--- src/rtl/tlzwd_pkg.sv ---
// shared types, constants and address helpers for the lz window decompressor
// no dependencies
package tlzwd_pkg;

  // history window
  localparam int unsigned HistDepth = 4096;
  localparam int unsigned HistAw    = $clog2(HistDepth);

  typedef logic [HistAw-1:0] hist_addr_t;

  // sequencer states
  typedef enum logic [1:0] {
    ST_IDLE,
    ST_RAW_HI,
    ST_COPY
  } seq_state_e;

  // one byte handed from the sequencer to the output stage
  typedef struct packed {
    logic       valid;
    logic [7:0] data;
    logic       last;
  } emit_t;

  // next window position with wrap
  function automatic hist_addr_t hist_inc(input hist_addr_t a);
    hist_addr_t r;
    if (a == hist_addr_t'(HistDepth - 1)) begin
      r = '0;
    end else begin
      r = a + 1'b1;
    end
    return r;
  endfunction

  // position (off + 1) bytes back from a, with wrap
  function automatic hist_addr_t hist_back(input hist_addr_t a, input logic [11:0] off);
    logic [HistAw:0] diff;
    diff = {1'b0, a} - (HistAw + 1)'(off) - 1'b1;
    if (diff[HistAw]) begin
      diff = diff + (HistAw + 1)'(HistDepth);
    end
    return diff[HistAw-1:0];
  endfunction

endpackage

--- src/rtl/tlzwd_out.sv ---
// output register between the sequencer and the result channel
// depends on tlzwd_pkg
module tlzwd_out (
  input  logic             clk_i,
  input  logic             rst_ni,
  input  tlzwd_pkg::emit_t emit_i,
  output logic             adv_o,
  output logic             out_valid_o,
  input  logic             out_ready_i,
  output logic [7:0]       out_byte_o,
  output logic             run_last_o
);

  logic       valid_q, valid_d;
  logic [7:0] byte_q;
  logic       last_q;

  // slot is free when empty or taken this cycle
  assign adv_o   = !valid_q || out_ready_i;
  assign valid_d = adv_o ? emit_i.valid : valid_q;

  always_ff @(posedge clk_i or negedge rst_ni) begin
    if (!rst_ni) begin
      valid_q <= 1'b0;
    end else begin
      valid_q <= valid_d;
    end
  end

  // load the byte when a new one arrives
  always_ff @(posedge clk_i) begin
    if (adv_o && emit_i.valid) begin
      byte_q <= emit_i.data;
      last_q <= emit_i.last;
    end
  end

  assign out_valid_o = valid_q;
  assign out_byte_o  = byte_q;
  assign run_last_o  = last_q;

endmodule

--- config.mk ---
export PLATFORM = sky130hd
export DESIGN_NAME = tlzwd_out
export DESIGN_NICKNAME = d
export VERILOG_FILES = /design/src/rtl/tlzwd_pkg.sv /design/src/rtl/tlzwd_out.sv
export SDC_FILE = /design/constraint.sdc
export NUM_CORES = 1
export LEC_CHECK = 0
export BUFFER_PORTS_ARGS = -buffer_cell sky130_fd_sc_hd__buf_2
export CORE_AREA = 4 4 41 43
export DETAILED_ROUTE_END_ITERATION = 6
export DIE_AREA = 0 0 45 47
export HOLD_SLACK_MARGIN = 0.1
export PLACE_DENSITY = 0.64
export SLEW_MARGIN = 20
export SYNTH_ARGS = -nofsm -noshare
export SYNTH_HDL_FRONTEND = slang
export SYNTH_SLANG_ARGS = --single-unit
export TNS_END_PERCENT = 50
--- constraint.sdc ---
create_clock -name clk_i -period 2 [get_ports clk_i]
set_clock_uncertainty 0.1 [all_clocks]
set_input_delay 0 -clock clk_i [delete_from_list [all_inputs] [get_ports clk_i]]
set_output_delay 0 -clock clk_i [all_outputs]
set_load 0.03 [all_outputs]
## Yosys cells after proc, flatten, opt, wreduce, memory -nomap -nowiden

Index checks and enable logic that the tools add are counted.

| operators by class | value |
|---|---|
| reductions and logical operators | 3 |

Operators by type and width:

| kind | count |
|---|---|
| 1-bit logical AND | 1 |
| 1-bit logical NOT | 1 |
| 1-bit logical OR | 1 |

| word-level totals | value |
|---|---|
| bits in registers | 10 |

## Depth between registers and ports, before layout

| depth | value |
|---|---|
| depth after elaboration | 3 |
| mapped depth | 2 |

## Worst setup path after synthesis

Ideal clock, no wire load.

| path | value |
|---|---|
| path kind | flip-flop to flip-flop |
| start | register valid_q (netlist: out_valid_o) |
| end | register byte_q[0] (netlist: out_byte_o[0]) (enable) |
| data arrival time | 887 ps |
| buffers on the path | 0 |
| setup time | 301 ps |
| clock period less this slack | 1,288 ps |
| cell stages (with the launch flop) | 3 |
| path slack | 712 ps |
| cells stage by stage | dfrtp_1 -> nand2b_4 -> and2_4 |

| on the way | value |
|---|---|
| longest elaborated chain between the ends | 3 |

Ends and longest elaborated chain:

| item | line | RTL |
|---|---|---|
| from (decl) | tlzwd_out.sv:14 | `logic valid_q, valid_d;` |
| from (signal assigned) | tlzwd_out.sv:26 | `valid_q <= valid_d;` |
| 1-bit logical NOT | tlzwd_out.sv:19 | `assign adv_o = !valid_q \|\| out_ready_i;` |
| 1-bit logical OR | tlzwd_out.sv:19 |  |
| via adv_o | tlzwd_out.sv:7 | `output logic adv_o,` |
| 1-bit logical AND | tlzwd_out.sv:32 | `if (adv_o && emit_i.valid) begin` |
| to (signal assigned) | tlzwd_out.sv:33 | `byte_q <= emit_i.data;` |
| to (decl) | tlzwd_out.sv:15 | `logic [7:0] byte_q;` |

The timed path passes the listed nets, and every way through them passes these cells.
A chain may end at the register's enable or synchronous reset.

## Worst setup path after layout

| path | value |
|---|---|
| start | register valid_q (netlist: out_valid_o) |
| end | register valid_q (netlist: out_valid_o) |

| on the way | value |
|---|---|
| longest elaborated chain between the ends | 2 |

Ends and longest elaborated chain:

| item | line |
|---|---|
| 1-bit logical NOT | tlzwd_out.sv:19 |
| 1-bit logical OR | tlzwd_out.sv:19 |

Every way passes these cells.

==> reports/results.tsv <==
stage	metric	value	unit
power	clockPowerShare	29.1	%
synthesis	ys_types	5	
synthesis	synthesis.area	324.1	sq um
clock_tree	cts-hold-fix-buffers	13	
drt	wl	797	um
worst_setup_path	r2r_start	out_valid_o	
flow_run	maxCapViolCount	0	
power	p_sw_share	23.49	%
synthesis	synth_cells	13	
worst_setup_path	worstPathRequired	2.04	ns
finish	drive_gt1_share	52.83	%
power	power	458.8	uW
synthesis	syn_avg_cell_area	24.93	sq um
timing	finalSetupViolCount	0	
timing	maxSlewViolCount	0	
timing	slew_headroom	89.39	%
grt	grt_pass1_vias	308	
power	combinationalPowerShare	17.4	%
outcome	status	finished, final reports clean	
timing	fin_crit_sh	65.86	%
grt	overflow	0	
power	power.leakage	0.0002706	uW
grt	antenna_found_initial	0	
timing	grt_setup_unrepaired	false	
grt	grt.met3_usage	5.364	%
clock_tree	post_cts_buffers	0	
synthesis	ys_warn_count	0	
grt	grt.busiest_layer	met2	
floorplanning	fp.dieW	45	um
floorplanning	start_util	24.90	%
floorplanning	dieArea	0.002115	sq mm
drt	routed_via_density	3.897	
finish	fin_cells	68	
clock_tree	cts_tree	yes	
timing	holdWs	0.1750	ns
timing	post-route-min-period	1.317	ns
clock_tree	clkLatencyLatePin	0.25	ns
timing	hold_viol	0	
floorplanning	rows	13	
drt	first_pass_iters	2	
clock_tree	cts_resized	0	
clock_tree	cts_sinks	10	
timing	max_freq	759.2	MHz
power	ir_drop	0.3908	mV
power	p_switching	107.8	uW
grt	grt_start_max_net_pins	10	
clock_tree	numCtsBuffers	3	
drt	wl_per_cell	11.72	um
worst_hold_path	min_from	out_ready_i	
worst_setup_path	critPathArrivalTime	1.35	ns
drt	drt_iter0_drc	2	
clock_tree	clk_pin_slew_worst_paths	0.06	ns
floorplanning	die_h	47	um
grt	grt_pass1_wl	1352	um
drt	drtAntennaViolNets	0	
clock_tree	ctsRootBufferMaster	clkbuf_4	
clock_tree	ctsLongestPathBuffers	2	
drt	remaining_drc_errors	0	
finish	area_growth	89.58	%
place	port_buffers	23	
finish	antenna_cells	0	
power	p_int	351.0	uW
power	seq_power_share	53.5	%
finish	n_fill_cell	123	
place	routabilityCongestion	0.6190	
finish	nets	67	
worst_setup_path	crit_path_end_kind	flip-flop	
grt	grtUsageMet2	16.95	%
worst_hold_path	hp-class	input pin to flip-flop	
power	power_density	746.8	mW/mm^2
finish	final_util	47.21	%
grt	grt_use_met1	9.592	%
timing	setup_tns	0	ns
synthesis	ys_ff_latch	10	
timing	worstMarginPinSlew	0.1603	ns
grt	grt_use_total	10.14	%
worst_setup_path	cp-start-kind	flip-flop	
synthesis	ys_seq_area_share	91.12	%
worst_setup_path	startpoint	out_valid_o	
floorplanning	fp.coreArea	0.001301	sq mm
worst_setup_path	worstSetupPathType	flip-flop to flip-flop	
place	dp_cells	51	
synthesis	syn-num-nets	26	
floorplanning	num_io_pins	24	
clock_tree	htreeDepth	1	
drt	dr_total_vias	265	
worst_setup_path	critPathMaxFanout	3	
state kept, by name, summed over array words and instances (netlist names):
register,cells
out_valid_o,1
out_byte_o,8
run_last_o,1
synthesized netlist by cell type, drive strengths merged:
cell type / instances / share of area, %
nand2b: 2 / 6.2
and2: 1 / 2.7
edfxtp: 9 / 83
dfrtp: 1 / 7.7
logic make-up after synthesis:
logic type and synth area share, %:
flip-flops 91.12, AND/OR/NAND/NOR 8.881
power groups by stage:
stage	Combinational [uW]	Clock (uW)	Sequential, uW
detailed placement	59.9	0	250
finish	79.8	133	245
floorplan	11.7	0	273
global placement	59.6	0	249
CTS	79.8	141	246
global route	85.7	155	246
critical path, stage by stage (launching register included):
cell           delay (ns)
dfrtp_1              0.41
nand2b_4             0.09
nand2b_1             0.05
dlygate4sd3_1        0.55
layout make-up:
class | count | area, sq um | area share, %
sequential | 10 | 295.3 | 48.07
clock buffer | 3 | 22.52 | 3.666
timing repair buffer | 36 | 245.2 | 39.92
multi-input combinational | 3 | 28.78 | 4.684
clock inverter | 1 | 3.754 | 0.6110
tap | 15 | 18.77 | 3.055
layout by cell type (no fill, tap or decap):
master | netlist | final
dfrtp_1 | 1 | 1
edfxtp_1 | 9 | 9
buf_2 | 0 | 23
clkinv_1 | 0 | 1
dlygate4sd3_1 | 0 | 13
clkbuf_4 | 0 | 3
nand2b_1 | 1 | 1
nand2b_4 | 1 | 1
and2_4 | 1 | 1
routing by layer:
| layer | wire length (um) | up-vias |
|---|---|---|
| li1 | - | 130 |
| met2 | 450 | 16 |
| met3 | 86 | 2 |
| met5 | 0 | - |
| met4 | 4 | 0 |
| met1 | 256 | 117 |
worst paths after layout:
path / endpoint / slack, ns / cells after the start
max: out_valid_o / 0.68 / 3
min: out_byte_o[7] / 0.17 / 3
max reg2reg: out_valid_o / 0.68 / 3
min reg2reg: out_byte_o[7] / 0.73 / 2
max in group asynchronous: out_valid_o / 1.22 / 3
min in group asynchronous: out_valid_o / 0.47 / 3
metrics by stage:
stage | setup slack [ns] | cell area, sq um
after global placement | 0.9347 | 457.9
after CTS | 0.6982 | 614.3
final | 0.6828 | 614.3
after detailed placement | 0.9115 | 457.9
after global routing | 0.6359 | 614.3
after floorplan | 0.7115 | 324.1
No activity file was read; power rests on OpenSTA's default activity.
