File: src/rtl/tlzwd_pkg.sv
// shared types, constants and address helpers for the lz window decompressor
// no dependencies
package tlzwd_pkg;

  // history window
  localparam int unsigned HistDepth = 4096;
  localparam int unsigned HistAw    = $clog2(HistDepth);

  typedef logic [HistAw-1:0] hist_addr_t;

  // sequencer states
  typedef enum logic [1:0] {
    ST_IDLE,
    ST_RAW_HI,
    ST_COPY
  } seq_state_e;

  // one byte handed from the sequencer to the output stage
  typedef struct packed {
    logic       valid;
    logic [7:0] data;
    logic       last;
  } emit_t;

  // next window position with wrap
  function automatic hist_addr_t hist_inc(input hist_addr_t a);
    hist_addr_t r;
    if (a == hist_addr_t'(HistDepth - 1)) begin
      r = '0;
    end else begin
      r = a + 1'b1;
    end
    return r;
  endfunction

  // position (off + 1) bytes back from a, with wrap
  function automatic hist_addr_t hist_back(input hist_addr_t a, input logic [11:0] off);
    logic [HistAw:0] diff;
    diff = {1'b0, a} - (HistAw + 1)'(off) - 1'b1;
    if (diff[HistAw]) begin
      diff = diff + (HistAw + 1)'(HistDepth);
    end
    return diff[HistAw-1:0];
  endfunction

endpackage

File: src/rtl/tlzwd_seq.sv
// token decoder and history sequencer: decodes tokens, drives the history memory
// depends on tlzwd_pkg
module tlzwd_seq (
  input  logic                  clk_i,
  input  logic                  rst_ni,
  input  logic                  in_valid_i,
  output logic                  in_ready_o,
  input  logic [15:0]           token_i,
  input  logic                  stream_start_i,
  input  logic                  adv_i,
  output tlzwd_pkg::emit_t      emit_o,
  output logic                  ram_we_o,
  output tlzwd_pkg::hist_addr_t ram_waddr_o,
  output logic [7:0]            ram_wdata_o,
  output logic                  ram_re_o,
  output tlzwd_pkg::hist_addr_t ram_raddr_o,
  input  logic [7:0]            ram_rdata_i
);

  tlzwd_pkg::seq_state_e state_q, state_d;
  tlzwd_pkg::hist_addr_t wpos_q, wpos_d;
  tlzwd_pkg::hist_addr_t src_q, src_d;
  logic                  wrapped_q, wrapped_d;
  logic [3:0]            raw_left_q, raw_left_d;
  logic                  rejected_q, rejected_d;
  logic [3:0]            cnt_q, cnt_d;
  logic [7:0]            hi_q, hi_d;
  logic                  fwd_q, fwd_d;
  logic [7:0]            fwd_data_q, fwd_data_d;
  logic                  hit_q, hit_d;

  logic                  accept;
  logic [3:0]            nib;
  tlzwd_pkg::hist_addr_t wpos_eff;
  logic                  wrapped_eff;
  logic [3:0]            raw_eff;
  logic                  rej_eff;
  logic [7:0]            copy_byte;
  tlzwd_pkg::hist_addr_t src_first;
  tlzwd_pkg::hist_addr_t src_next;

  // request handshake, one token at a time
  assign in_ready_o = (state_q == tlzwd_pkg::ST_IDLE) && adv_i;
  assign accept     = in_valid_i && in_ready_o;
  assign nib        = token_i[15:12];

  // stream start clears position, wrap flag and raw count and sets rejection from the token before decode
  assign wpos_eff    = stream_start_i ? '0 : wpos_q;
  assign wrapped_eff = stream_start_i ? 1'b0 : wrapped_q;
  assign raw_eff     = stream_start_i ? 4'd0 : raw_left_q;
  assign rej_eff     = stream_start_i ? (nib != 4'd0) : rejected_q;

  // copy byte: forwarded write, stored entry, or zero for unwritten entries
  assign copy_byte = fwd_q ? fwd_data_q : (hit_q ? ram_rdata_i : 8'h00);

  assign src_first = tlzwd_pkg::hist_back(wpos_eff, token_i[11:0]);
  assign src_next  = tlzwd_pkg::hist_inc(src_q);

  // next state
  always_comb begin
    state_d = state_q;
    unique case (state_q)
      tlzwd_pkg::ST_IDLE: begin
        if (accept && !rej_eff) begin
          if (raw_eff != 4'd0) begin
            state_d = tlzwd_pkg::ST_RAW_HI;
          end else if (nib != 4'd0) begin
            state_d = tlzwd_pkg::ST_COPY;
          end
        end
      end
      tlzwd_pkg::ST_RAW_HI: begin
        if (adv_i) begin
          state_d = tlzwd_pkg::ST_IDLE;
        end
      end
      tlzwd_pkg::ST_COPY: begin
        if (adv_i && (cnt_q == 4'd0)) begin
          state_d = tlzwd_pkg::ST_IDLE;
        end
      end
      default: state_d = tlzwd_pkg::ST_IDLE;
    endcase
  end

  // outputs and datapath
  always_comb begin
    emit_o      = '0;
    ram_we_o    = 1'b0;
    ram_waddr_o = wpos_q;
    ram_re_o    = 1'b0;
    ram_raddr_o = src_q;
    wpos_d      = wpos_q;
    wrapped_d   = wrapped_q;
    raw_left_d  = raw_left_q;
    rejected_d  = rejected_q;
    cnt_d       = cnt_q;
    src_d       = src_q;
    hi_d        = hi_q;
    fwd_d       = fwd_q;
    fwd_data_d  = fwd_data_q;
    hit_d       = hit_q;
    unique case (state_q)
      tlzwd_pkg::ST_IDLE: begin
        if (accept) begin
          wpos_d     = wpos_eff;
          wrapped_d  = wrapped_eff;
          raw_left_d = raw_eff;
          rejected_d = rej_eff;
          if (!rej_eff) begin
            if (raw_eff != 4'd0) begin
              // raw word, low byte now, high byte next
              emit_o      = '{valid: 1'b1, data: token_i[7:0], last: 1'b0};
              ram_we_o    = 1'b1;
              ram_waddr_o = wpos_eff;
              wpos_d      = tlzwd_pkg::hist_inc(wpos_eff);
              wrapped_d   = wrapped_eff || (wpos_eff == tlzwd_pkg::hist_addr_t'(
                              tlzwd_pkg::HistDepth - 1));
              raw_left_d  = raw_eff - 4'd1;
              hi_d        = token_i[15:8];
            end else if (nib == 4'd0) begin
              // literal byte, loads the raw word count
              emit_o      = '{valid: 1'b1, data: token_i[7:0], last: 1'b1};
              ram_we_o    = 1'b1;
              ram_waddr_o = wpos_eff;
              wpos_d      = tlzwd_pkg::hist_inc(wpos_eff);
              wrapped_d   = wrapped_eff || (wpos_eff == tlzwd_pkg::hist_addr_t'(
                              tlzwd_pkg::HistDepth - 1));
              raw_left_d  = token_i[11:8];
            end else begin
              // back reference, first history read
              ram_re_o    = 1'b1;
              ram_raddr_o = src_first;
              src_d       = src_first;
              cnt_d       = nib;
              fwd_d       = 1'b0;
              hit_d       = wrapped_eff || (src_first < wpos_eff);
            end
          end
        end
      end
      tlzwd_pkg::ST_RAW_HI: begin
        if (adv_i) begin
          emit_o    = '{valid: 1'b1, data: hi_q, last: 1'b1};
          ram_we_o  = 1'b1;
          wpos_d    = tlzwd_pkg::hist_inc(wpos_q);
          wrapped_d = wrapped_q || (wpos_q == tlzwd_pkg::hist_addr_t'(
                        tlzwd_pkg::HistDepth - 1));
        end
      end
      tlzwd_pkg::ST_COPY: begin
        if (adv_i) begin
          // write back the copied byte and fetch the next one
          emit_o    = '{valid: 1'b1, data: copy_byte, last: (cnt_q == 4'd0)};
          ram_we_o  = 1'b1;
          wpos_d    = tlzwd_pkg::hist_inc(wpos_q);
          wrapped_d = wrapped_q || (wpos_q == tlzwd_pkg::hist_addr_t'(
                        tlzwd_pkg::HistDepth - 1));
          if (cnt_q != 4'd0) begin
            ram_re_o    = 1'b1;
            ram_raddr_o = src_next;
            src_d       = src_next;
            cnt_d       = cnt_q - 4'd1;
            // same entry written this cycle: forward the byte
            fwd_d       = (src_next == wpos_q);
            fwd_data_d  = copy_byte;
            hit_d       = wrapped_q || (src_next < wpos_q);
          end
        end
      end
      default: begin
        emit_o = '0;
      end
    endcase
  end

  assign ram_wdata_o = emit_o.data;

  // control state
  always_ff @(posedge clk_i or negedge rst_ni) begin
    if (!rst_ni) begin
      state_q    <= tlzwd_pkg::ST_IDLE;
      wpos_q     <= '0;
      wrapped_q  <= 1'b0;
      raw_left_q <= 4'd0;
      rejected_q <= 1'b0;
      cnt_q      <= 4'd0;
      fwd_q      <= 1'b0;
      hit_q      <= 1'b0;
    end else begin
      state_q    <= state_d;
      wpos_q     <= wpos_d;
      wrapped_q  <= wrapped_d;
      raw_left_q <= raw_left_d;
      rejected_q <= rejected_d;
      cnt_q      <= cnt_d;
      fwd_q      <= fwd_d;
      hit_q      <= hit_d;
    end
  end

  // payload registers
  always_ff @(posedge clk_i) begin
    src_q      <= src_d;
    hi_q       <= hi_d;
    fwd_data_q <= fwd_data_d;
  end

endmodule

File: config.mk
export PLATFORM = sky130hd
export DESIGN_NAME = tlzwd_seq
export DESIGN_NICKNAME = d
export VERILOG_FILES = /design/src/rtl/tlzwd_pkg.sv /design/src/rtl/tlzwd_seq.sv
export SDC_FILE = /design/constraint.sdc
export NUM_CORES = 1
export LEC_CHECK = 0
export ABC_AREA = 1
export BUFFER_PORTS_ARGS = -buffer_cell sky130_fd_sc_hd__buf_2
export CAP_MARGIN = 20
export CORE_UTILIZATION = 55
export DETAILED_ROUTE_END_ITERATION = 8
export PLACE_DENSITY = 0.77
export SLEW_MARGIN = 20
export SYNTH_ARGS = -nofsm -noshare
export SYNTH_HDL_FRONTEND = slang
export SYNTH_SLANG_ARGS = --single-unit
File: constraint.sdc
create_clock -name clk_i -period 3.8 [get_ports clk_i]
set_clock_uncertainty 0.05 [all_clocks]
set_input_delay 0.19 -clock clk_i [delete_from_list [all_inputs] [get_ports clk_i]]
set_output_delay 0.19 -clock clk_i [all_outputs]
set_load 0.01 [all_outputs]
# [Word-level counts from Yosys, hierarchy flattened]
# Index checks and enable logic that the tools add are counted.
[totals] input_bits=29 ramBits=0 latchBits=0 rom_bits=0 reg_bits=54 mem_count=0 wordCells=147
[op_classes] n_shift=0 mul=0 order_cmp=2 n_div=0 n_reduce_logical=24 mux=84 n_eq_ne=17 bitwise=1 addsub=8
[ops] op="two-way mux 12 bit" count=21
[ops] op="two-way mux 10 bit" count=6
[ops] op="adder 12 x 1 -> 12 bit, second input constant" count=4
[ops] op="one-hot mux 12 bit (2 select lines)" count=2
[ops] op="two-way mux 4 bit" count=10
[ops] op="equality test 12 bit, second input constant" count=3
[ops] op="two-way mux 1 bit" count=30
[ops] op="one-hot mux 10 bit (3 select lines)" count=1
[ops] op="less-than comparator 12 bit" count=2
[ops] op="two-way mux 8 bit" count=2
[ops] op="!= test 2 bit, second input constant" count=8
[ops] op="subtractor 12 x 12 -> 13 bit" count=1
[ops] op="subtractor 13 x 1 -> 13 bit, second input constant" count=1
[ops] op="equality test 12 bit" count=1
[ops] op="nonzero test 4 bit" count=3
[ops] op="two-way mux 2 bit" count=5
[ops] op="one-hot mux 1 bit (2 select lines)" count=5
[ops] op="zero test 4 bit" count=2
[ops] op="one-hot mux 4 bit (2 select lines)" count=1
[ops] op="AND reduction 4 bit" count=2
[ops] op="subtractor 4 x 1 -> 4 bit, second input constant" count=2
[ops] op="AND reduction 7 bit" count=1
[ops] op="one-hot mux 2 bit (3 select lines)" count=1
[ops] op="AND reduction 3 bit" count=2
[ops] op="other kinds (12)" count=20

# [Depth between registers and ports, before layout]
# Gate-level depths: netlist of the first run.
[depth] depth_word=12 depth_mapped=26 ltp_nobuf=24

# [Worst setup path before layout of the first run]
# OpenSTA, ideal clock, no wires.
[synth_path] path_type="reg-to-reg" start="register wpos_q[4]" end="register hit_q" stages_incl_launch_ff=24 n_path_buf=1 slack_ps=1033 synth_period_minus_slack_ps=2767 arrival_time_ps=2652 required_time_ps=3685 setup_time_ps=65 path_cell_list="dfrtp_1 clkbuf_1 inv_1 nor2_1 ha_1 nand4_1 nand2_1 nand2_1 nand2_1 inv_1 nand2_2 nand2_1 nand3_1 and2_1 ha_1 nand2_1 inv_1 o21ai_0 nand2_1 a21oi_1 nand2_1 nand2_1 nand2_1 nand2_1"
[synth_between] elab_chain_len=12 word_cells_on_any_way=16 classes_between="3 x add/sub; 2 x order compare; 9 x mux; 2 x reduce/logical"
[synth_lines] element="start: declaration" line_no="tlzwd_seq.sv:21" text="tlzwd_pkg::hist_addr_t wpos_q, wpos_d;"
[synth_lines] element="start signal: assignment" line_no="tlzwd_seq.sv:192" text="wpos_q <= wpos_d;"
[synth_lines] element="two-way mux 12 bit" line_no="tlzwd_seq.sv:48" text="assign wpos_eff = stream_start_i ? '0 : wpos_q;"
[synth_lines] element="subtractor 12 x 12 -> 13 bit" line_no="tlzwd_pkg.sv:39" text="diff = {1'b0, a} - (HistAw + 1)'(off) - 1'b1;"
[synth_lines] element="subtractor 13 x 1 -> 13 bit" line_no="tlzwd_pkg.sv:39"
[synth_lines] element="adder 12 x 1 -> 12 bit" line_no="tlzwd_pkg.sv:41" text="diff = diff + (HistAw + 1)'(HistDepth);"
[synth_lines] element="two-way mux 12 bit" line_no="tlzwd_pkg.sv:40" text="if (diff[HistAw]) begin"
[synth_lines] element="less-than comparator 12 bit" line_no="tlzwd_seq.sv:137" text="hit_d = wrapped_eff || (src_first < wpos_eff);"
[synth_lines] element="logical OR 1 bit" line_no="tlzwd_seq.sv:137"
[synth_lines] element="two-way mux 1 bit" line_no="tlzwd_seq.sv:121" text="end else if (nib == 4'd0) begin"
[synth_lines] element="two-way mux 1 bit" line_no="tlzwd_seq.sv:111" text="if (raw_eff != 4'd0) begin"
[synth_lines] element="two-way mux 1 bit" line_no="tlzwd_seq.sv:110" text="if (!rej_eff) begin"
[synth_lines] element="two-way mux 1 bit" line_no="tlzwd_seq.sv:105" text="if (accept) begin"
[synth_lines] element="one-hot mux 1 bit (2 select lines) *" line_no="tlzwd_seq.sv:103" text="unique case (state_q)"
[synth_lines] element="end signal: assignment" line_no="tlzwd_seq.sv:198" text="hit_q <= hit_d;"
[synth_lines] element="end: declaration" line_no="tlzwd_seq.sv:30" text="logic hit_q, hit_d;"
# Every way passes the cells marked *; elsewhere a longest branch is shown, timed or not. The select of a mux whose other input is x is not followed.
# A chain may end at the register's enable or synchronous reset.

# [Worst setup path after layout of the first run]
# Ends and elaborated chain as after synthesis.

==> results of run 1 <==
## synthesized netlist by cell type (5+ instances only)
master and n:
ha_1 39, nand2_2 5, xor2_1 8, inv_1 122, clkbuf_1 7, buf_2 5
edfxtp_1 16, dfxtp_1 12, dfrtp_1 26, nand2_1 230, inv_2 6, nor2_1 77
nand3_1 63, o21ai_0 36, buf_4 11, a22oi_1 8, nand4_1 17, a21oi_1 38
o211ai_1 5, o21ai_1 6, nor3_1 10
## final timing paths
path,slack [ns],from,to,cells past startpoint
hold reg to reg,0.48,cnt_q[2],cnt_q[2],2
setup reg to reg,0.67,wpos_q[4],hit_q,22
hold / removal,0.02,token_i[14],hi_q[6],1
min in group asynchronous,0.35,rst_ni,wpos_q[9],2
setup / recovery,0.67,wpos_q[4],hit_q,22
max in group asynchronous,2.94,rst_ni,wpos_q[0],2
## cell families after synthesis
family	synth area share (%)
buf+inv	12.6
xor+xnor	1.81
compound gates	13.4
fa+ha+maj	9.68
simple gates	36.3
flops	26.1
## sequential cells by signal (all words and copies together) (netlist names)
register,flops
rejected_q,1
state_q,2
hit_q,1
hi_q,8
cnt_q,4
fwd_q,1
src_q,12
raw_left_q,4
wrapped_q,1
wpos_q,12
fwd_data_q,8
## worst max-delay path, stage by stage, from the launching register on
cell	delay (ns)
dfrtp_1	0.57
inv_1	0.19
nor2_1	0.18
ha_1	0.32
nand4_1	0.12
nand2_1	0.09
nand2_1	0.07
nand2_1	0.06
inv_1	0.07
nand2_2	0.07
nand2_1	0.08
nand3_1	0.08
and2_1	0.17
ha_1	0.29
nand2_1	0.08
inv_1	0.04
o21ai_0	0.15
nand2_1	0.07
a21oi_1	0.12
nand2_1	0.06
nand2_1	0.05
nand2_1	0.05
nand2_1	0.04
## power by group
part	internal, mW	switching, mW
clock	0.139	0.234
combinational	0.643	1.20
sequential	0.729	0.161
total	1.51	1.60
## what timing repair did
| action | in CTS | in global routing |
|---|---|---|
| hold buffers | 3 | 0 |
| endpoints found under the hold margin | 28 | 0 |
| setup endpoints to repair | 0 | 0 |
## per-layer routing
layer  global-route usage, %  share of wire [%]
met2                    53.6                 46
met5                       0                  0
met4                    14.7                3.5
met1                    43.9                 43
met3                    5.06                7.2
## area by class of cell
type	instances	area (sq um)	share of cell area (%)
multi-input combinational	599	3220	55.5
sequential	54	1370	23.7
inverter	131	494	8.53
timing repair buffer	84	455	7.86
tap	129	161	2.78
clock buffer	5	68.8	1.19
clock inverter	3	28.8	0.497
==> impl_metrics.yaml, run 1 <==
clock_network:
  cts_sinks: 54
  cts_tree: "built"
  cts_htree_levels: 2
  post-cts-setup-buffer-count: 0
  cts_max_path_buffers: 2
  cts_resized: 0
  clk_pin_slew_worst_paths_ns: 0.12
  numCtsBuffers: 5
  worstSkewPairLatency_ns: 0.33
  cts_root_buffer: "clkbuf_8"
routing:
  routedWlPerCell_microns: 15.7
  dr.pass1.iters: 5
  drt-total-wl_microns: 15800
  drt.antenna.violating_nets: 0
  drc: 0
  route.vias.total: 5556
  via_per_inst: 5.53
  dr.first_iter.drc_count: 470
timing:
  setup_viol: 0
  max_freq_mhz: 319
  fin_ws_ns: 0.669
  worstMarginPinSlew_ns: 0.909
  rsz0062_at_grt: "false"
  final.setup.tns_ns: 0
  relSlewSlack_pct: 39.2
  hold_viol_final: 0
  min_period_ns: 3.13
  holdWs_ns: 0.0156
  drv_slew: 0
  period_share_pct: 82.4
cells_and_area:
  final_cell_mix: "nand2_1, inv_1, nor2_1"
  layout-drive-gt1-share_pct: 13.9
  n_fill_cell: 873
  nets: 944
  final_common_cell: "nand2_1"
  finalNonFillerCells: 1005
  final_area_sq_um: 5800
  final_util_pct: 62.7
  n_antenna_cell: 0
  syn2layout_area_growth_pct: 10.4
global_routing:
  grt_pass1_wl_microns: 25900
  grt_max_degree: 27
  grt_pass1_vias: 5320
  track_usage_pct: 33.2
  grt_remaining_overflow: 0
  antenna_found_initial: 0
power_and_ir_drop:
  finalPower_mw: 3.11
  p_leak_nw: 3.03
  ir_drop_mv: 0.339
  powerDensity_nw_per_um2: 536
place:
  place.gp.congestion: 1.01
  place_area_sq_um: 5670
  dpl.cell_count: 994
  place_ws_ns: 0.643
  port_buffers: 73
  place_hpwl_microns: 12800
synth:
  synth_area_per_cell_sq_um: 6.48
  synthTopCellsByArea: "nand2_1, dfrtp_1, ha_1"
  yosysTopAreaCellShare_pct: 16.4
  synth_area_sq_um: 5250
  synth.distinct_cells: 51
  ys_ff_latch: 54
  synth_cells: 810
  synth_ff_type: "dfrtp_1"
  ys_warn_count: 0
  synth_nets: 879
  synth-async-reset-ratio_pct: 48.1
  synth_seq_area_share_pct: 26.1
  synth_edf_count: 16
  synth_top_cell_by_area: "nand2_1"
worst_setup_path:
  end_kind: "flop"
  start_kind: "flop"
  criticalPathCategory: "reg2reg"
  worst_ep_arrival_time_ns: 3.36
  cp_max_fo: 11
  required_ns: 4.03
die:
  fp.dieH_microns: 99.7
  dieArea_sq_um: 9940
  initial_core_util_pct: 56.8
  fp.dieW_microns: 99.7
  io_pins: 74
  core-area_sq_um: 9240
  rows: 35
job:
  maxCapViolations: 0
status:
  status: "finished, final reports clean"
min_path:
  hp-class: "in2reg"
No activity file was read; power rests on OpenSTA's default activity.
==> inputs of run 2 (changes only) <==
- clock period: 3.8 -> 2.9 ns (I/O delays scaled with it)
==> impl_metrics.yaml, run 2 (synthesis results as in run 1) <==
worst_setup_path:
  cp_max_fo: 4
  start_kind: "input pin"
  required_ns: 3.06
  end_kind: "flop"
  r2r_slack_ns: 0.14
  criticalPathCategory: "in2reg"
  worst_ep_arrival_time_ns: 2.95
global_routing:
  antenna_found_initial: 0
  track_usage_pct: 34.3
  grt_remaining_overflow: 0
  grt_pass1_wl_microns: 26700
  grt_max_degree: 27
  grt_pass1_vias: 5450
die:
  io_pins: 74
  rows: 35
  initial_core_util_pct: 56.8
  dieArea_sq_um: 9940
  core-area_sq_um: 9240
  fp.dieW_microns: 99.7
  fp.dieH_microns: 99.7
power_and_ir_drop:
  powerDensity_nw_per_um2: 711
  combPwrFrac_pct: 61.5
  switchingPower_mw: 2.18
  p_leak_nw: 3.21
  ir_drop_mv: 0.410
  clock_power_share_pct: 12.6
  pwr-share-seq_pct: 25.9
  finalPower_mw: 4.36
  p_sw_share_pct: 49.9
  internal_power_mw: 2.18
clock_network:
  cts_max_path_buffers: 2
  cts_sinks: 54
  cts_tree: "built"
  cts_htree_levels: 2
  worstSkewPairLatency_ns: 0.32
  cts_root_buffer: "clkbuf_8"
  numCtsBuffers: 5
  clk_pin_slew_worst_paths_ns: 0.11
cells_and_area:
  n_fill_cell: 849
  n_antenna_cell: 0
  syn2layout_area_growth_pct: 16.9
  finalNonFillerCells: 1035
  reg_top3: "src_q: 12 flops, wpos_q: 12 flops"
  layout-drive-gt1-share_pct: 18.9
  final_common_cell: "nand2_1"
  final_cell_mix: "nand2_1, inv_1, buf_2"
  nets: 974
routing:
  drt-total-wl_microns: 16700
  drt.antenna.violating_nets: 0
  drc: 0
  dr.pass1.iters: 5
  via_per_inst: 5.60
  route.vias.total: 5798
  dr.first_iter.drc_count: 434
  routedWlPerCell_microns: 16.1
job:
  maxCapViolations: 0
timing:
  drv_slew: 0
  period_share_pct: 96.2
  worstMarginPinSlew_ns: 0.698
  final.setup.tns_ns: 0
  relSlewSlack_pct: 53.3
  max_freq_mhz: 359
  hold_viol_final: 0
  min_period_ns: 2.79
  fin_ws_ns: 0.111
  setup_viol: 0
  rsz0062_at_grt: "true"
place:
  dpl.cell_count: 1018
  place_ws_ns: -0.0683
  place_hpwl_microns: 13300
  port_buffers: 73
  place.gp.congestion: 0.998
min_path:
  hp-class: "in2reg"
status:
  status: "finished, final reports clean"
## run 2: area by class of cell
cell class / count / area [sq um] / area share, %
clock inverter: 3 / 42.5 / 0.693
sequential: 54 / 1380 / 22.5
timing repair buffer: 114 / 691 / 11.3
clock buffer: 5 / 68.8 / 1.12
inverter: 131 / 494 / 8.05
multi-input combinational: 599 / 3300 / 53.8
tap: 129 / 161 / 2.63
## run 2: stage by stage
step	area (sq um)	utilization, %	hold slack, ns
global placement	5850	63.3	0.149
CTS	6030	65.3	0.00635
global route	6140	66.4	0.00901
detailed placement	5850	63.3	0.151
finish	6140	66.4	0.0287
floorplan	5250	-	-0.201
## run 2: critical path, cell delays in order
cell	delay, ns
dlygate4sd3_1	0.53
buf_2	0.13
inv_1	0.15
ha_1	0.30
inv_1	0.15
o21bai_1	0.11
a31oi_1	0.23
nand3_1	0.13
nand2_1	0.10
nand2_1	0.05
ha_1	0.29
nand2_1	0.05
inv_1	0.06
nand3_1	0.11
nor3_2	0.14
nand2_1	0.07
nand2_1	0.06
nand2_1	0.04
nand2_1	0.06
nand2_1	0.04
## run 2: repair_timing
action | CTS | global route
pin swaps | 0 | 4
hold endpoints to repair | 31 | 1
gates resized for setup | 5 | 23
endpoints found under the setup margin | 2 | 5
hold buffers | 6 | 1
setup buffers | 0 | 2
## run 2: power by group through the flow
stage | clock, mW | combinational [mW] | sequential, mW
2_1_floorplan | 0 | 1.77 | 1.07
3_3_place_gp | 0 | 2.48 | 1.12
3_5_place_dp | 0 | 2.54 | 1.13
4_1_cts | 0.549 | 2.56 | 1.12
5_1_grt | 0.574 | 2.99 | 1.15
6_report | 0.547 | 2.68 | 1.13
## run 2: final timing paths
check / start / to / cells after the start
max: token_i[8] / hit_q / 20
min: token_i[11] / hi_q[3] / 1
max reg2reg: wpos_q[0] / hit_q / 18
min reg2reg: cnt_q[2] / cnt_q[2] / 2
max in group asynchronous: rst_ni / wpos_q[0] / 2
min in group asynchronous: rst_ni / state_q[1] / 2
## run 2: per-layer routing
layer  up-vias  routed length [microns]  track usage [%]
li1       2808                        -                -
met1      2699                     7260             44.6
met2       246                     7700             57.0
met3        45                     1110             4.78
met4         0                      619             14.7
met5         -                        0                0
==> inputs of run 3 (changes only) <==
- CORE_UTILIZATION: 55 -> 48
- PLACE_DENSITY: 0.77 -> 0.69
- REMOVE_ABC_BUFFERS: default -> 1
==> impl_metrics.yaml, run 3 (synthesis results as in run 1) <==
min_path:
  hp-class: "in2reg"
clock_network:
  cts_sinks: 54
  worstSkewPairLatency_ns: 0.35
  cts_max_path_buffers: 2
  cts_htree_levels: 2
  clk_pin_slew_worst_paths_ns: 0.11
  cts_tree: "built"
  numCtsBuffers: 5
  cts_root_buffer: "clkbuf_8"
routing:
  routedWlPerCell_microns: 16.1
  drt.antenna.violating_nets: 0
  dr.pass1.iters: 5
  dr.first_iter.drc_count: 395
  drt-total-wl_microns: 16900
  route.vias.total: 5734
  via_per_inst: 5.47
  drc: 0
die:
  rows: 37
  fp.dieW_microns: 107
  io_pins: 74
  core-area_sq_um: 10500
  fp.dieH_microns: 107
  initial_core_util_pct: 50.2
  dieArea_sq_um: 11400
power_and_ir_drop:
  powerDensity_nw_per_um2: 696
  pwr-share-seq_pct: 25.9
  ir_drop_mv: 0.665
  p_sw_share_pct: 50.5
  clock_power_share_pct: 11.3
  switchingPower_mw: 2.18
  combPwrFrac_pct: 62.8
  internal_power_mw: 2.14
  p_leak_nw: 3.21
timing:
  worstMarginPinSlew_ns: 0.736
  relSlewSlack_pct: 50.7
  drv_slew: 0
  hold_viol_final: 0
  max_freq_mhz: 362
  period_share_pct: 95.3
  min_period_ns: 2.76
  holdWs_ns: 0.0276
  rsz0062_at_grt: "true"
  setup_viol: 0
worst_setup_path:
  criticalPathCategory: "reg2reg"
  start_kind: "flop"
  required_ns: 3.10
  worst_ep_arrival_time_ns: 2.97
  cp_max_fo: 3
  end_kind: "flop"
status:
  status: "finished, final reports clean"
global_routing:
  grt_max_degree: 27
  grt_pass1_wl_microns: 27400
  grt_remaining_overflow: 0
  track_usage_pct: 30.9
  antenna_found_initial: 0
  grt_pass1_vias: 5450
cells_and_area:
  n_fill_cell: 1062
  final_cell_mix: "nand2_1, inv_1, nor2_1, buf_2, nand3_1"
  reg_top3: "src_q: 12 flops, wpos_q: 12 flops"
  n_antenna_cell: 0
  final_area_sq_um: 6200
  nets: 980
  layout-drive-gt1-share_pct: 19.4
  final_common_cell: "nand2_1"
  syn2layout_area_growth_pct: 18.2
place:
  place_hpwl_microns: 13600
  port_buffers: 73
  place.gp.congestion: 0.977
  place_area_sq_um: 5880
job:
  maxCapViolations: 0
-- run 3: worst paths after layout --
kind | start | endpoint | slack [ns] | cells after the start
worst max-delay path | wpos_q[4] | hit_q | 0.14 | 18
worst min register to register | cnt_q[2] | cnt_q[2] | 0.48 | 2
min in group asynchronous | rst_ni | state_q[0] | 0.30 | 2
worst min-delay path | token_i[11] | hi_q[3] | 0.03 | 1
worst max register to register | wpos_q[4] | hit_q | 0.14 | 18
max in group asynchronous | rst_ni | wpos_q[0] | 2.04 | 2
-- run 3: metrics by stage --
stage	std cells	utilization [%]	TNS, ns	setup slack (ns)	power (mW)
2_1_floorplan	784	-	0	0.267	2.77
3_3_place_gp	1028	56.2	-0.0341	-0.0341	3.64
3_5_place_dp	1028	56.2	-0.0484	-0.0484	3.69
4_1_cts	1044	58.0	0	0.00111	4.21
5_1_grt	1048	59.3	-0.0665	-0.0582	4.68
6_report	1048	59.3	0	0.136	4.32
-- run 3: area by class of cell --
class,instances,area (sq um),area share [%]
clock buffers,5,68.8,1.11
clock inverters,3,28.8,0.464
inverters,131,498,8.03
multi-input cells,599,3330,53.6
flip-flops and latches,54,1370,22.1
well taps,136,170,2.74
repair buffers,120,738,11.9
-- run 3: worst max-delay path: stages, from the launching register on --
cell	delay (ns)
dfrtp_1	0.40
inv_1	0.09
nor2_1	0.07
ha_1	0.35
buf_4	0.16
nand2_1	0.08
inv_1	0.08
nand3_1	0.08
nand3_1	0.08
or2_1	0.23
and2_1	0.14
ha_1	0.27
nand2_1	0.07
o21ai_0	0.20
a21oi_1	0.10
nand2_1	0.07
nand2_1	0.05
nand2_1	0.06
nand2_1	0.04
-- run 3: power groups by stage --
stage | Clock (mW) | Combinational (mW) | Sequential [mW]
after floorplan | 0 | 1.66 | 1.11
final | 0.486 | 2.71 | 1.12
after detailed placement | 0 | 2.57 | 1.13
after global routing | 0.522 | 3.02 | 1.14
after global placement | 0 | 2.51 | 1.12
after CTS | 0.497 | 2.59 | 1.11
-- run 3: metal layers --
layer  up-vias  global-route usage (%)  share of wire [%]
li1       2821                       -                  -
met1      2701                    40.7                 44
met2       176                    51.7                 47
met3        36                    4.50                5.6
met4         0                    10.6                2.8
met5         -                       0                  0
-- run 3: what timing repair did --
action / 4_1_cts / 5_1_grt
setup endpoints to repair: 1 / 30
setup buffers: 0 / 4
gates resized for setup: 2 / 28
hold buffers: 8 / 0
pin swaps: 0 / 6
endpoints found under the hold margin: 33 / 0
